### src/rtl/ax25_wide_n_digipeater_top_assert.svh
// Assertion macros for the WIDEn-N digipeater top level
`ifndef AX25_WIDE_N_DIGIPEATER_TOP_ASSERT_SVH
`define AX25_WIDE_N_DIGIPEATER_TOP_ASSERT_SVH

// Same-cycle implication, checked out of reset
`define AX25WD_ASSERT_NOW(lbl, ante, cons, msg) \
  lbl: assert property (@(posedge clk) disable iff (!rst_n) (ante) |-> (cons)) \
    else $error(msg);

// Next-cycle implication, checked out of reset
`define AX25WD_ASSERT_NXT(lbl, ante, cons, msg) \
  lbl: assert property (@(posedge clk) disable iff (!rst_n) (ante) |=> (cons)) \
    else $error(msg);

`endif

### src/rtl/ax25wd_pkg.sv
// Shared types, constants and helper functions of the WIDEn-N digipeater
package ax25wd_pkg;

  localparam int MAX_PATH_DEF = 6;
  localparam int HDR_FIXED    = 14;   // destination + source entries
  localparam int ENTRY_LEN    = 7;
  localparam int NAME_LEN     = 6;
  localparam int CFG_IDX_W    = 3;
  localparam int CFG_DATA_W   = 48;

  localparam logic [7:0] SSID_MASK = 8'h1E;
  localparam logic [7:0] KEEP_MASK = 8'hE1;
  localparam logic [7:0] H_BIT     = 8'h80;
  localparam logic [7:0] CALL_PAD  = 8'h40;
  localparam logic [2:0] SSID_HI   = 3'b111;  // upper bits of the inserted SSID byte
  localparam logic [7:0] SPACE     = 8'h20;

  // Configuration register indexes
  typedef enum logic [CFG_IDX_W-1:0] {
    CFG_ALIAS1_EN   = 3'd0,
    CFG_ALIAS1_NAME = 3'd1,
    CFG_ALIAS2_EN   = 3'd2,
    CFG_ALIAS2_NAME = 3'd3,
    CFG_OWN_CALL    = 3'd4,
    CFG_OWN_SSID    = 3'd5
  } cfg_reg_e;

  typedef struct packed {
    logic [7:0] frame_byte;
    logic       frame_last;
  } in_t;

  typedef struct packed {
    logic [7:0] out_byte;
    logic       out_frame_end;
    logic       run_end;
  } out_t;

  typedef struct packed {
    logic        alias1_en;
    logic [47:0] alias1_name;
    logic        alias2_en;
    logic [47:0] alias2_name;
    logic [47:0] own_callsign;
    logic [3:0]  own_ssid;
  } cfg_t;

  // Per-byte control from the sequencer to the alias matcher
  typedef struct packed {
    logic       step;
    logic [2:0] k;      // byte index within the path entry
    logic [7:0] data;
  } match_ctl_t;

  typedef struct packed {
    logic hit1;
    logic hit2;
  } match_res_t;

  // Character k of a six-character name, first character in the top byte
  function automatic logic [7:0] name_char(input logic [47:0] name, input int k);
    return name[47-8*k -: 8];
  endfunction

  // True when no zero byte occurs at or before character k
  function automatic logic name_live(input logic [47:0] name, input int k);
    logic alive;
    alive = 1'b1;
    for (int j = 0; j < NAME_LEN; j++) begin
      if (j <= k && name_char(name, j) == 8'h00) alive = 1'b0;
    end
    return alive;
  endfunction

  // Alias character padded with spaces after the terminator
  function automatic logic [7:0] pad_char(input logic [47:0] name, input int k);
    return name_live(name, k) ? name_char(name, k) : SPACE;
  endfunction

  // Shifted callsign byte of the inserted entry
  function automatic logic [7:0] call_byte(input logic [47:0] call, input int k);
    logic [7:0] c;
    c = name_char(call, k);
    return name_live(call, k) ? {c[6:0], 1'b0} : CALL_PAD;
  endfunction

endpackage

### src/rtl/ax25_wide_n_digipeater_top.sv
// A pass-through byte is held in the input holding register, then loaded into the output register.
// While collecting the header or passing through, a new input byte is taken only once the held one is consumed.
// A matched header bursts out at one byte per cycle while the output is not stalled, its first byte
// read from the header memory after the completing transaction, up to 14 + 7*(MAX_PATH_ENTRIES+1)
// bytes; input stalls after one held byte until the burst is done. Output stalls hold the burst.
// Reset: synchronous, active low; clears control and configuration, not the header memory.
`include "ax25_wide_n_digipeater_top_assert.svh"

module ax25_wide_n_digipeater_top #(
  parameter int MAX_PATH_ENTRIES = ax25wd_pkg::MAX_PATH_DEF
) (
  input  logic                               clk,
  input  logic                               rst_n,
  input  logic                               in_valid,
  output logic                               in_ready,
  input  ax25wd_pkg::in_t                    in_data,
  output logic                               out_valid,
  input  logic                               out_ready,
  output ax25wd_pkg::out_t                   out_data,
  input  logic                               cfg_we,
  input  logic [ax25wd_pkg::CFG_IDX_W-1:0]   cfg_index,
  input  logic [ax25wd_pkg::CFG_DATA_W-1:0]  cfg_wdata
);

  localparam int HDR_LEN = ax25wd_pkg::HDR_FIXED + ax25wd_pkg::ENTRY_LEN * MAX_PATH_ENTRIES;
  localparam int AW      = $clog2(HDR_LEN);
  localparam int PW      = $clog2(HDR_LEN + 1);
  localparam int EW      = $clog2(MAX_PATH_ENTRIES + 1);

  typedef enum logic [2:0] {S_IDLE, S_HEAD, S_CALL, S_ENTRY, S_FINAL} state_t;
  typedef enum logic [1:0] {M_COLLECT, M_PASS, M_DROP} mode_t;

  ax25wd_pkg::cfg_t       cfg;
  ax25wd_pkg::match_ctl_t mctl;
  ax25wd_pkg::match_res_t mres;

  state_t          state_r, state_nxt;
  mode_t           mode_r, mode_nxt;
  logic [PW-1:0]   pos_r, pos_nxt;
  logic [2:0]      k_r, k_nxt;
  logic [EW-1:0]   entry_r, entry_nxt;
  logic [AW-1:0]   start_r, start_nxt;
  logic [AW-1:0]   addr_r, addr_nxt;
  logic [2:0]      cidx_r, cidx_nxt;
  logic [7:0]      nb_r, nb_nxt;
  logic            last_r, last_nxt;
  logic            hold_valid_r, hold_valid_nxt;
  ax25wd_pkg::in_t hold_r, hold_nxt;
  logic            out_valid_r, out_valid_nxt;
  ax25wd_pkg::out_t out_r, out_nxt;

  logic            ram_we, ram_re;
  logic [AW-1:0]   ram_raddr;
  logic [7:0]      ram_rdata;

  logic            slot_free, load, consume;
  ax25wd_pkg::out_t load_data;
  logic [7:0]      hb, call_b, nb_calc;
  logic            hl, in_path, src_end, entry_done, hit, drop, call_on;
  logic [3:0]      ssid_dec;

  ax25wd_cfg u_cfg (
    .clk       (clk),
    .rst_n     (rst_n),
    .cfg_we    (cfg_we),
    .cfg_index (cfg_index),
    .cfg_wdata (cfg_wdata),
    .cfg       (cfg)
  );

  ax25wd_ram #(.WIDTH(8), .DEPTH(HDR_LEN)) u_hdr_ram (
    .clk   (clk),
    .we    (ram_we),
    .waddr (pos_r[AW-1:0]),
    .wdata (hb),
    .re    (ram_re),
    .raddr (ram_raddr),
    .rdata (ram_rdata)
  );

  ax25wd_match u_match (
    .clk   (clk),
    .rst_n (rst_n),
    .cfg   (cfg),
    .ctl   (mctl),
    .res   (mres)
  );

  // Header decode of the held byte
  assign hb         = hold_r.frame_byte;
  assign hl         = hold_r.frame_last;
  assign in_path    = pos_r >= PW'(ax25wd_pkg::HDR_FIXED);
  assign src_end    = pos_r == PW'(ax25wd_pkg::HDR_FIXED - 1);
  assign entry_done = in_path && (k_r == 3'(ax25wd_pkg::ENTRY_LEN - 1));
  assign hit        = entry_done && (mres.hit1 || mres.hit2);
  assign drop       = (src_end && ((!cfg.alias1_en && !cfg.alias2_en) || hb[0]))
                   || (entry_done && !hit
                       && (hb[0] || entry_r == EW'(MAX_PATH_ENTRIES - 1)));
  assign call_on    = ax25wd_pkg::name_char(cfg.own_callsign, 0) != 8'h00;

  // Rewritten SSID byte of the matched entry
  assign ssid_dec = hb[4:1] - 4'd1;
  assign nb_calc  = (hb & ax25wd_pkg::KEEP_MASK) | {3'b000, ssid_dec, 1'b0}
                  | ((ssid_dec == 4'd0) ? ax25wd_pkg::H_BIT : 8'h00);

  assign mctl.step = (state_r == S_IDLE) && hold_valid_r && (mode_r == M_COLLECT) && in_path;
  assign mctl.k    = k_r;
  assign mctl.data = hb;

  // Inserted own-callsign entry
  always_comb begin
    case (cidx_r)
      3'd0:    call_b = ax25wd_pkg::call_byte(cfg.own_callsign, 0);
      3'd1:    call_b = ax25wd_pkg::call_byte(cfg.own_callsign, 1);
      3'd2:    call_b = ax25wd_pkg::call_byte(cfg.own_callsign, 2);
      3'd3:    call_b = ax25wd_pkg::call_byte(cfg.own_callsign, 3);
      3'd4:    call_b = ax25wd_pkg::call_byte(cfg.own_callsign, 4);
      3'd5:    call_b = ax25wd_pkg::call_byte(cfg.own_callsign, 5);
      default: call_b = {ax25wd_pkg::SSID_HI, cfg.own_ssid, 1'b0};
    endcase
  end

  assign slot_free = !out_valid_r || out_ready;

  // Sequencer: collect, pass, drop and header burst
  always_comb begin
    state_nxt      = state_r;
    mode_nxt       = mode_r;
    pos_nxt        = pos_r;
    k_nxt          = k_r;
    entry_nxt      = entry_r;
    start_nxt      = start_r;
    addr_nxt       = addr_r;
    cidx_nxt       = cidx_r;
    nb_nxt         = nb_r;
    last_nxt       = last_r;
    ram_we         = 1'b0;
    ram_re         = 1'b0;
    ram_raddr      = addr_r;
    consume        = 1'b0;
    load           = 1'b0;
    load_data      = '0;

    unique case (state_r)
      S_IDLE: begin
        if (hold_valid_r) begin
          unique case (mode_r)
            M_PASS: begin
              if (slot_free) begin
                load                    = 1'b1;
                load_data.out_byte      = hb;
                load_data.out_frame_end = hl;
                load_data.run_end       = 1'b1;
                consume                 = 1'b1;
                if (hl) mode_nxt = M_COLLECT;
              end
            end
            M_DROP: begin
              consume = 1'b1;
              if (hl) mode_nxt = M_COLLECT;
            end
            M_COLLECT: begin
              consume = 1'b1;
              ram_we  = 1'b1;
              if (drop || hit || hl) begin
                pos_nxt   = '0;
                k_nxt     = '0;
                entry_nxt = '0;
              end
              if (drop) begin
                mode_nxt = hl ? M_COLLECT : M_DROP;
              end else if (hit) begin
                mode_nxt  = hl ? M_COLLECT : M_PASS;
                start_nxt = pos_r[AW-1:0] - AW'(ax25wd_pkg::ENTRY_LEN - 1);
                nb_nxt    = nb_calc;
                last_nxt  = hl;
                ram_re    = 1'b1;
                ram_raddr = '0;
                addr_nxt  = '0;
                state_nxt = S_HEAD;
              end else if (!hl) begin
                pos_nxt = pos_r + PW'(1);
                if (in_path) begin
                  if (entry_done) begin
                    k_nxt     = '0;
                    entry_nxt = entry_r + EW'(1);
                  end else begin
                    k_nxt = k_r + 3'd1;
                  end
                end
              end
            end
            default: ;
          endcase
        end
      end
      S_HEAD: begin
        if (slot_free) begin
          load               = 1'b1;
          load_data.out_byte = ram_rdata;
          if (addr_r == start_r - AW'(1)) begin
            if (call_on) begin
              cidx_nxt  = '0;
              state_nxt = S_CALL;
            end else begin
              ram_re    = 1'b1;
              ram_raddr = start_r;
              addr_nxt  = start_r;
              state_nxt = S_ENTRY;
            end
          end else begin
            ram_re    = 1'b1;
            ram_raddr = addr_r + AW'(1);
            addr_nxt  = addr_r + AW'(1);
          end
        end
      end
      S_CALL: begin
        if (slot_free) begin
          load               = 1'b1;
          load_data.out_byte = call_b;
          if (cidx_r == 3'(ax25wd_pkg::ENTRY_LEN - 1)) begin
            ram_re    = 1'b1;
            ram_raddr = start_r;
            addr_nxt  = start_r;
            state_nxt = S_ENTRY;
          end else begin
            cidx_nxt = cidx_r + 3'd1;
          end
        end
      end
      S_ENTRY: begin
        if (slot_free) begin
          load               = 1'b1;
          load_data.out_byte = ram_rdata;
          if (addr_r == start_r + AW'(ax25wd_pkg::NAME_LEN - 1)) begin
            state_nxt = S_FINAL;
          end else begin
            ram_re    = 1'b1;
            ram_raddr = addr_r + AW'(1);
            addr_nxt  = addr_r + AW'(1);
          end
        end
      end
      S_FINAL: begin
        if (slot_free) begin
          load                    = 1'b1;
          load_data.out_byte      = nb_r;
          load_data.out_frame_end = last_r;
          load_data.run_end       = 1'b1;
          state_nxt               = S_IDLE;
        end
      end
      default: state_nxt = S_IDLE;
    endcase
  end

  // Input holding register
  assign in_ready = rst_n && !hold_valid_r;

  always_comb begin
    hold_valid_nxt = hold_valid_r;
    hold_nxt       = hold_r;
    if (consume) begin
      hold_valid_nxt = 1'b0;
    end
    if (in_valid && in_ready) begin
      hold_valid_nxt = 1'b1;
      hold_nxt       = in_data;
    end
  end

  // Output register
  always_comb begin
    out_valid_nxt = out_valid_r;
    out_nxt       = out_r;
    if (load) begin
      out_valid_nxt = 1'b1;
      out_nxt       = load_data;
    end else if (out_ready) begin
      out_valid_nxt = 1'b0;
    end
  end

  always_ff @(posedge clk) begin
    if (!rst_n) begin
      state_r      <= S_IDLE;
      mode_r       <= M_COLLECT;
      pos_r        <= '0;
      k_r          <= '0;
      entry_r      <= '0;
      cidx_r       <= '0;
      hold_valid_r <= 1'b0;
      out_valid_r  <= 1'b0;
    end else begin
      state_r      <= state_nxt;
      mode_r       <= mode_nxt;
      pos_r        <= pos_nxt;
      k_r          <= k_nxt;
      entry_r      <= entry_nxt;
      cidx_r       <= cidx_nxt;
      hold_valid_r <= hold_valid_nxt;
      out_valid_r  <= out_valid_nxt;
    end
    start_r <= start_nxt;
    addr_r  <= addr_nxt;
    nb_r    <= nb_nxt;
    last_r  <= last_nxt;
    hold_r  <= hold_nxt;
    out_r   <= out_nxt;
  end

  assign out_valid = out_valid_r;
  assign out_data  = out_r;

  // Checks
  `AX25WD_ASSERT_NOW(a_no_write_in_burst, state_r != S_IDLE, !ram_we,
    "header memory written during a burst")
  `AX25WD_ASSERT_NOW(a_write_in_range, ram_we, pos_r < PW'(HDR_LEN),
    "header write past the buffer")
  `AX25WD_ASSERT_NOW(a_frame_end_ends_run, out_valid_r && out_r.out_frame_end, out_r.run_end,
    "frame end without run end")
  `AX25WD_ASSERT_NXT(a_hold_kept_in_burst, hold_valid_r && state_r != S_IDLE, hold_valid_r,
    "held byte lost during a burst")

endmodule

### src/rtl/ax25wd_ram.sv
// Generic single-write, single-read RAM with registered read data
module ax25wd_ram #(
  parameter int WIDTH = 8,
  parameter int DEPTH = 56
) (
  input  logic                     clk,
  input  logic                     we,
  input  logic [$clog2(DEPTH)-1:0] waddr,
  input  logic [WIDTH-1:0]         wdata,
  input  logic                     re,
  input  logic [$clog2(DEPTH)-1:0] raddr,
  output logic [WIDTH-1:0]         rdata
);

  logic [WIDTH-1:0] mem [DEPTH];
  logic [WIDTH-1:0] rdata_r;

  always_ff @(posedge clk) begin
    if (we) begin
      mem[waddr] <= wdata;
    end
    if (re) begin
      rdata_r <= mem[raddr];
    end
  end

  assign rdata = rdata_r;

endmodule

### src/rtl/ax25wd_cfg.sv
// Configuration register file of the digipeater
module ax25wd_cfg (
  input  logic                                 clk,
  input  logic                                 rst_n,
  input  logic                                 cfg_we,
  input  logic [ax25wd_pkg::CFG_IDX_W-1:0]     cfg_index,
  input  logic [ax25wd_pkg::CFG_DATA_W-1:0]    cfg_wdata,
  output ax25wd_pkg::cfg_t                     cfg
);

  ax25wd_pkg::cfg_t cfg_r;
  ax25wd_pkg::cfg_t cfg_nxt;

  // Register decode
  always_comb begin
    cfg_nxt = cfg_r;
    if (cfg_we) begin
      unique case (ax25wd_pkg::cfg_reg_e'(cfg_index))
        ax25wd_pkg::CFG_ALIAS1_EN:   cfg_nxt.alias1_en    = cfg_wdata[0];
        ax25wd_pkg::CFG_ALIAS1_NAME: cfg_nxt.alias1_name  = cfg_wdata[47:0];
        ax25wd_pkg::CFG_ALIAS2_EN:   cfg_nxt.alias2_en    = cfg_wdata[0];
        ax25wd_pkg::CFG_ALIAS2_NAME: cfg_nxt.alias2_name  = cfg_wdata[47:0];
        ax25wd_pkg::CFG_OWN_CALL:    cfg_nxt.own_callsign = cfg_wdata[47:0];
        ax25wd_pkg::CFG_OWN_SSID:    cfg_nxt.own_ssid     = cfg_wdata[3:0];
        default: ;
      endcase
    end
  end

  always_ff @(posedge clk) begin
    if (!rst_n) begin
      cfg_r <= '0;
    end else begin
      cfg_r <= cfg_nxt;
    end
  end

  assign cfg = cfg_r;

endmodule

### src/rtl/ax25wd_match.sv
// Byte-by-byte alias matcher for one path entry
module ax25wd_match (
  input  logic                       clk,
  input  logic                       rst_n,
  input  ax25wd_pkg::cfg_t           cfg,
  input  ax25wd_pkg::match_ctl_t     ctl,
  output ax25wd_pkg::match_res_t     res
);

  logic [7:0] pad1;
  logic [7:0] pad2;
  logic [7:0] shifted;
  logic       flag1_r, flag1_nxt;
  logic       flag2_r, flag2_nxt;
  logic       ssid_ok;

  // Padded alias character for the current entry byte
  always_comb begin
    case (ctl.k)
      3'd0: begin
        pad1 = ax25wd_pkg::pad_char(cfg.alias1_name, 0);
        pad2 = ax25wd_pkg::pad_char(cfg.alias2_name, 0);
      end
      3'd1: begin
        pad1 = ax25wd_pkg::pad_char(cfg.alias1_name, 1);
        pad2 = ax25wd_pkg::pad_char(cfg.alias2_name, 1);
      end
      3'd2: begin
        pad1 = ax25wd_pkg::pad_char(cfg.alias1_name, 2);
        pad2 = ax25wd_pkg::pad_char(cfg.alias2_name, 2);
      end
      3'd3: begin
        pad1 = ax25wd_pkg::pad_char(cfg.alias1_name, 3);
        pad2 = ax25wd_pkg::pad_char(cfg.alias2_name, 3);
      end
      3'd4: begin
        pad1 = ax25wd_pkg::pad_char(cfg.alias1_name, 4);
        pad2 = ax25wd_pkg::pad_char(cfg.alias2_name, 4);
      end
      3'd5: begin
        pad1 = ax25wd_pkg::pad_char(cfg.alias1_name, 5);
        pad2 = ax25wd_pkg::pad_char(cfg.alias2_name, 5);
      end
      default: begin
        pad1 = 8'h00;
        pad2 = 8'h00;
      end
    endcase
  end

  // Running match flags: first byte of an entry restarts them
  assign shifted   = {1'b0, ctl.data[7:1]};
  assign flag1_nxt = ((ctl.k == 3'd0) ? 1'b1 : flag1_r) && (shifted == pad1);
  assign flag2_nxt = ((ctl.k == 3'd0) ? 1'b1 : flag2_r) && (shifted == pad2);

  always_ff @(posedge clk) begin
    if (!rst_n) begin
      flag1_r <= 1'b0;
      flag2_r <= 1'b0;
    end else if (ctl.step) begin
      flag1_r <= flag1_nxt;
      flag2_r <= flag2_nxt;
    end
  end

  // Valid on the SSID byte of an entry
  assign ssid_ok  = (ctl.data & ax25wd_pkg::SSID_MASK) != 8'h00;
  assign res.hit1 = cfg.alias1_en && flag1_r && ssid_ok;
  assign res.hit2 = cfg.alias2_en && flag2_r && ssid_ok;

endmodule

### config.mk
export PLATFORM = sky130hd
export DESIGN_NAME = ax25_wide_n_digipeater_top
export DESIGN_NICKNAME = d
export VERILOG_FILES = /design/src/rtl/ax25wd_pkg.sv /design/src/rtl/ax25_wide_n_digipeater_top.sv /design/src/rtl/ax25wd_ram.sv /design/src/rtl/ax25wd_cfg.sv /design/src/rtl/ax25wd_match.sv
export VERILOG_INCLUDE_DIRS = /design/src /design/src/rtl
export SDC_FILE = /design/constraint.sdc
export NUM_CORES = 1
export LEC_CHECK = 0
export BUFFER_PORTS_ARGS = -buffer_cell sky130_fd_sc_hd__clkbuf_2
export CORE_MARGIN = 2
export CORE_UTILIZATION = 60
export DETAILED_ROUTE_END_ITERATION = 16
export PLACE_DENSITY = 0.77
export SKIP_CTS_REPAIR_TIMING = 1
export SLEW_MARGIN = 30
export SYNTH_ARGS = -nofsm -noshare
export SYNTH_HDL_FRONTEND = slang
export SYNTH_HIERARCHICAL = 1
export SYNTH_SLANG_ARGS = --single-unit
### constraint.sdc
create_clock -name clk -period 12.5 [get_ports clk]
set_clock_uncertainty 0.15 [all_clocks]
set_input_delay 3.75 -clock clk [delete_from_list [all_inputs] [get_ports clk]]
set_output_delay 3.75 -clock clk [all_outputs]
set_load 0.1 [all_outputs]
==> run metrics <==
outcome=complete, no violations; diode count=0; synthesized cell area=28,940 µm²; vias in the first global route=17,640; internal reg-to-reg setup slack=6110 ps; sequential share of the synthesized area=0.6331; commonest cells in the netlist=edfxtp_1 (490), nand2_1 (287), mux2i_1 (221); vias=18,160; Worst EP required=8600 ps; Flop pwr share=0.526; final count of pins violating max slew=0; final core occ=0.6704; combinational power share=0.030; RSZ-0062 raised after global routing=no; Worst-Margin Slew=1000 ps; Initial DRC Count=1,984; worst setup path class=input port to output port; DR vias/cell=6.540; Top FF cell, synth=edfxtp_1; placed cells=2,652; DRC=0; Initial Utilization=0.6073; Setup TNS=0 ps; crit path capture=in_ready; Clock Power Share=0.444; Synth Area per Inst=14.16 µm²; worst-path fanout max=71; crit path from=rst_n; Final setup viols=0; slew margin rel.=0.3308; Final Hold Vio Count=0; Worst Reg-to-Reg Cells=17; Post-synth EDFFs=490; Post-Syn Instances=2,043; first-pass GRT wire length=107.8 mm; die area=50,000 µm²; average routed wire per standard cell=25.73 µm; IO Port Bufs=76; Inserted Clock Buffers=69; cell taking the most area after synthesis=edfxtp_1; Total Wirelength=71.47 mm; die height=223.6 µm; CTS Root Cell=clkbuf_16; area grow syn2layout=10.38%; clock latency at the later pin of the worst-skew pair=610 ps; Synth Net Count=2,126; Hold WS=321.9 ps; Synth warnings=6; antenna violations before repair=0; Post-DP HPWL=46.17 mm; core box area=47,650 µm²; CTS tree=done; kind of end point of the critical path=output port; leakage=11.37 nW; Tcrit/Tclk final=0.7075; P_sw=0.9594 mW; VDD IR max=113.8 µV; startpoint type of the worst setup path=input port; Synth Register Bits=670; GR Util All Layers=0.2870; Int Pwr=3.616 mW; Synth area leaders=edfxtp_1 (51%), dfxtp_1 (12%), mux2i_1 (7.6%); clock period minus worst slack=8844 ps; antenna-violating nets left=0; H-tree lvl count=3; Post-synth ARST share=0; PwrDens=143.3 nW/µm²; Placer Congestion=0.9727; most frequent cell after synthesis=edfxtp_1; Finished Layout Cells=2,777; reg2reg end=u_hdr_ram/rdata[3]$_DFFE_PP_; clock sinks=670; worst setup margin=3656 ps; f_max=113.1 MHz; site row count=80; Place WS=3674 ps; area share of the leading cell type in the synthesized netlist=0.5085; DIE WIDTH=223.6 µm; router iterations before antenna repair=6; arrival time worst endpoint=4940 ps; CTS max path bufs=3; grt total ovfl=0; post-synth cell types=89; largest net degree at the start of global routing=91; Sw Ratio=0.2097; clock-pin slew on the worst setup and hold paths=50 ps; share of cells above drive strength 1=0.1522; HP Class=register to register; FF-to-FF Start=hb[1]$_DFFE_PP_; fill count=3,250; max_cap viols=0; I/O pin count=77; Final #Nets=2,191
-- critical path: stages --
cell	delay, ps
buf_6	410
nor2b_1	260
clkbuf_2	490
-- per-layer routing --
metal,wire (µm),track usage,vias up,part of all wire
met3,5515,0.04853,178,0.077
met2,34480,0.4704,980,0.48
met1,28680,0.3867,9009,0.40
met4,2796,0.1148,0,0.039
met5,0,0,-,0
li1,-,-,7994,-
-- how the worst min path moves through the flow --
stage                                      from  cells past startpoint                          end
floorplan            u_cfg/cfg[11]$_SDFFE_PN0P_                      2   u_cfg/cfg[11]$_SDFFE_PN0P_
global placement    u_cfg/cfg[106]$_SDFFE_PN0P_                      2  u_cfg/cfg[106]$_SDFFE_PN0P_
detailed placement    u_cfg/cfg[0]$_SDFFE_PN0P_                      2    u_cfg/cfg[0]$_SDFFE_PN0P_
CTS                   u_cfg/cfg[0]$_SDFFE_PN0P_                      2    u_cfg/cfg[0]$_SDFFE_PN0P_
global route         u_cfg/cfg[27]$_SDFFE_PN0P_                      2   u_cfg/cfg[27]$_SDFFE_PN0P_
finish               u_cfg/cfg[11]$_SDFFE_PN0P_                      2   u_cfg/cfg[11]$_SDFFE_PN0P_
-- layout make-up --
type                    instances  area (µm²)  area share
repair buffers                106       628.1     0.01967
well taps                     615       769.5     0.02409
clock inverters                36       330.3     0.01034
inverters                      25       93.84    0.002938
multi-input cells            1236        9896      0.3098
flip-flops and latches        670       18320      0.5735
clock buffers                  89        1904     0.05962
-- per-stage QoR --
stage                     total power, mW  area (µm²)
after floorplan                     2.530       28940
after detailed placement            2.588       29700
after global routing                4.687       31940
after CTS                           4.597       31930
after global placement              2.584       29690
final                               4.575       31940
-- cells by family (layout without fill, tap and decap cells) --
group                      count (synthesis)  count (layout)  share of synthesized area
and+or+nand+nor                          616             616                     0.1037
AOI/OAI and AO/OA                        239             239                    0.06110
DFF                                      670             670                     0.6331
adders and majority gates                 18              18                   0.007784
muxes                                    331             331                     0.1578
buffers and inverters                    137             256                    0.02685
xor gates and xnor gates                  32              32                   0.009686
-- sequential cells by signal (all words and copies together), names as in the netlist, 6 cells and up --
register	count
u_hdr_ram/mem	448
u_cfg/cfg	150
out_data	10
hb	8
nb_r	8
u_hdr_ram/rdata	8
addr_r	6
pos_r	6
start_r	6
-- cells in the final DEF, fill, tap and decap left out, drive strengths merged, types with 11 or more instances in the layout --
cell	n
a211oi	22
a21oi	23
a221o	11
a22o	19
a22oi	19
and2	14
buf	31
clkbuf	164
clkinv	24
dfxtp	180
edfxtp	490
ha	18
inv	29
mux2	17
mux2i	221
mux4	93
nand2	288
nand2b	11
nand3	30
nor2	116
nor2b	19
nor3	28
nor4	36
o21ai	46
o221ai	12
o31ai	11
xnor2	19
xor2	13
-- power by group through the flow --
stage / Combinational, mW / Sequential [mW] / Clock, mW
6_report: 0.138 / 2.41 / 2.03
5_1_grt: 0.147 / 2.41 / 2.13
4_1_cts: 0.136 / 2.41 / 2.06
3_5_place_dp: 0.135 / 2.45 / 0
3_3_place_gp: 0.131 / 2.45 / 0
2_1_floorplan: 0.0741 / 2.46 / 0
Note: power is estimated with default switching activity, not from simulation.
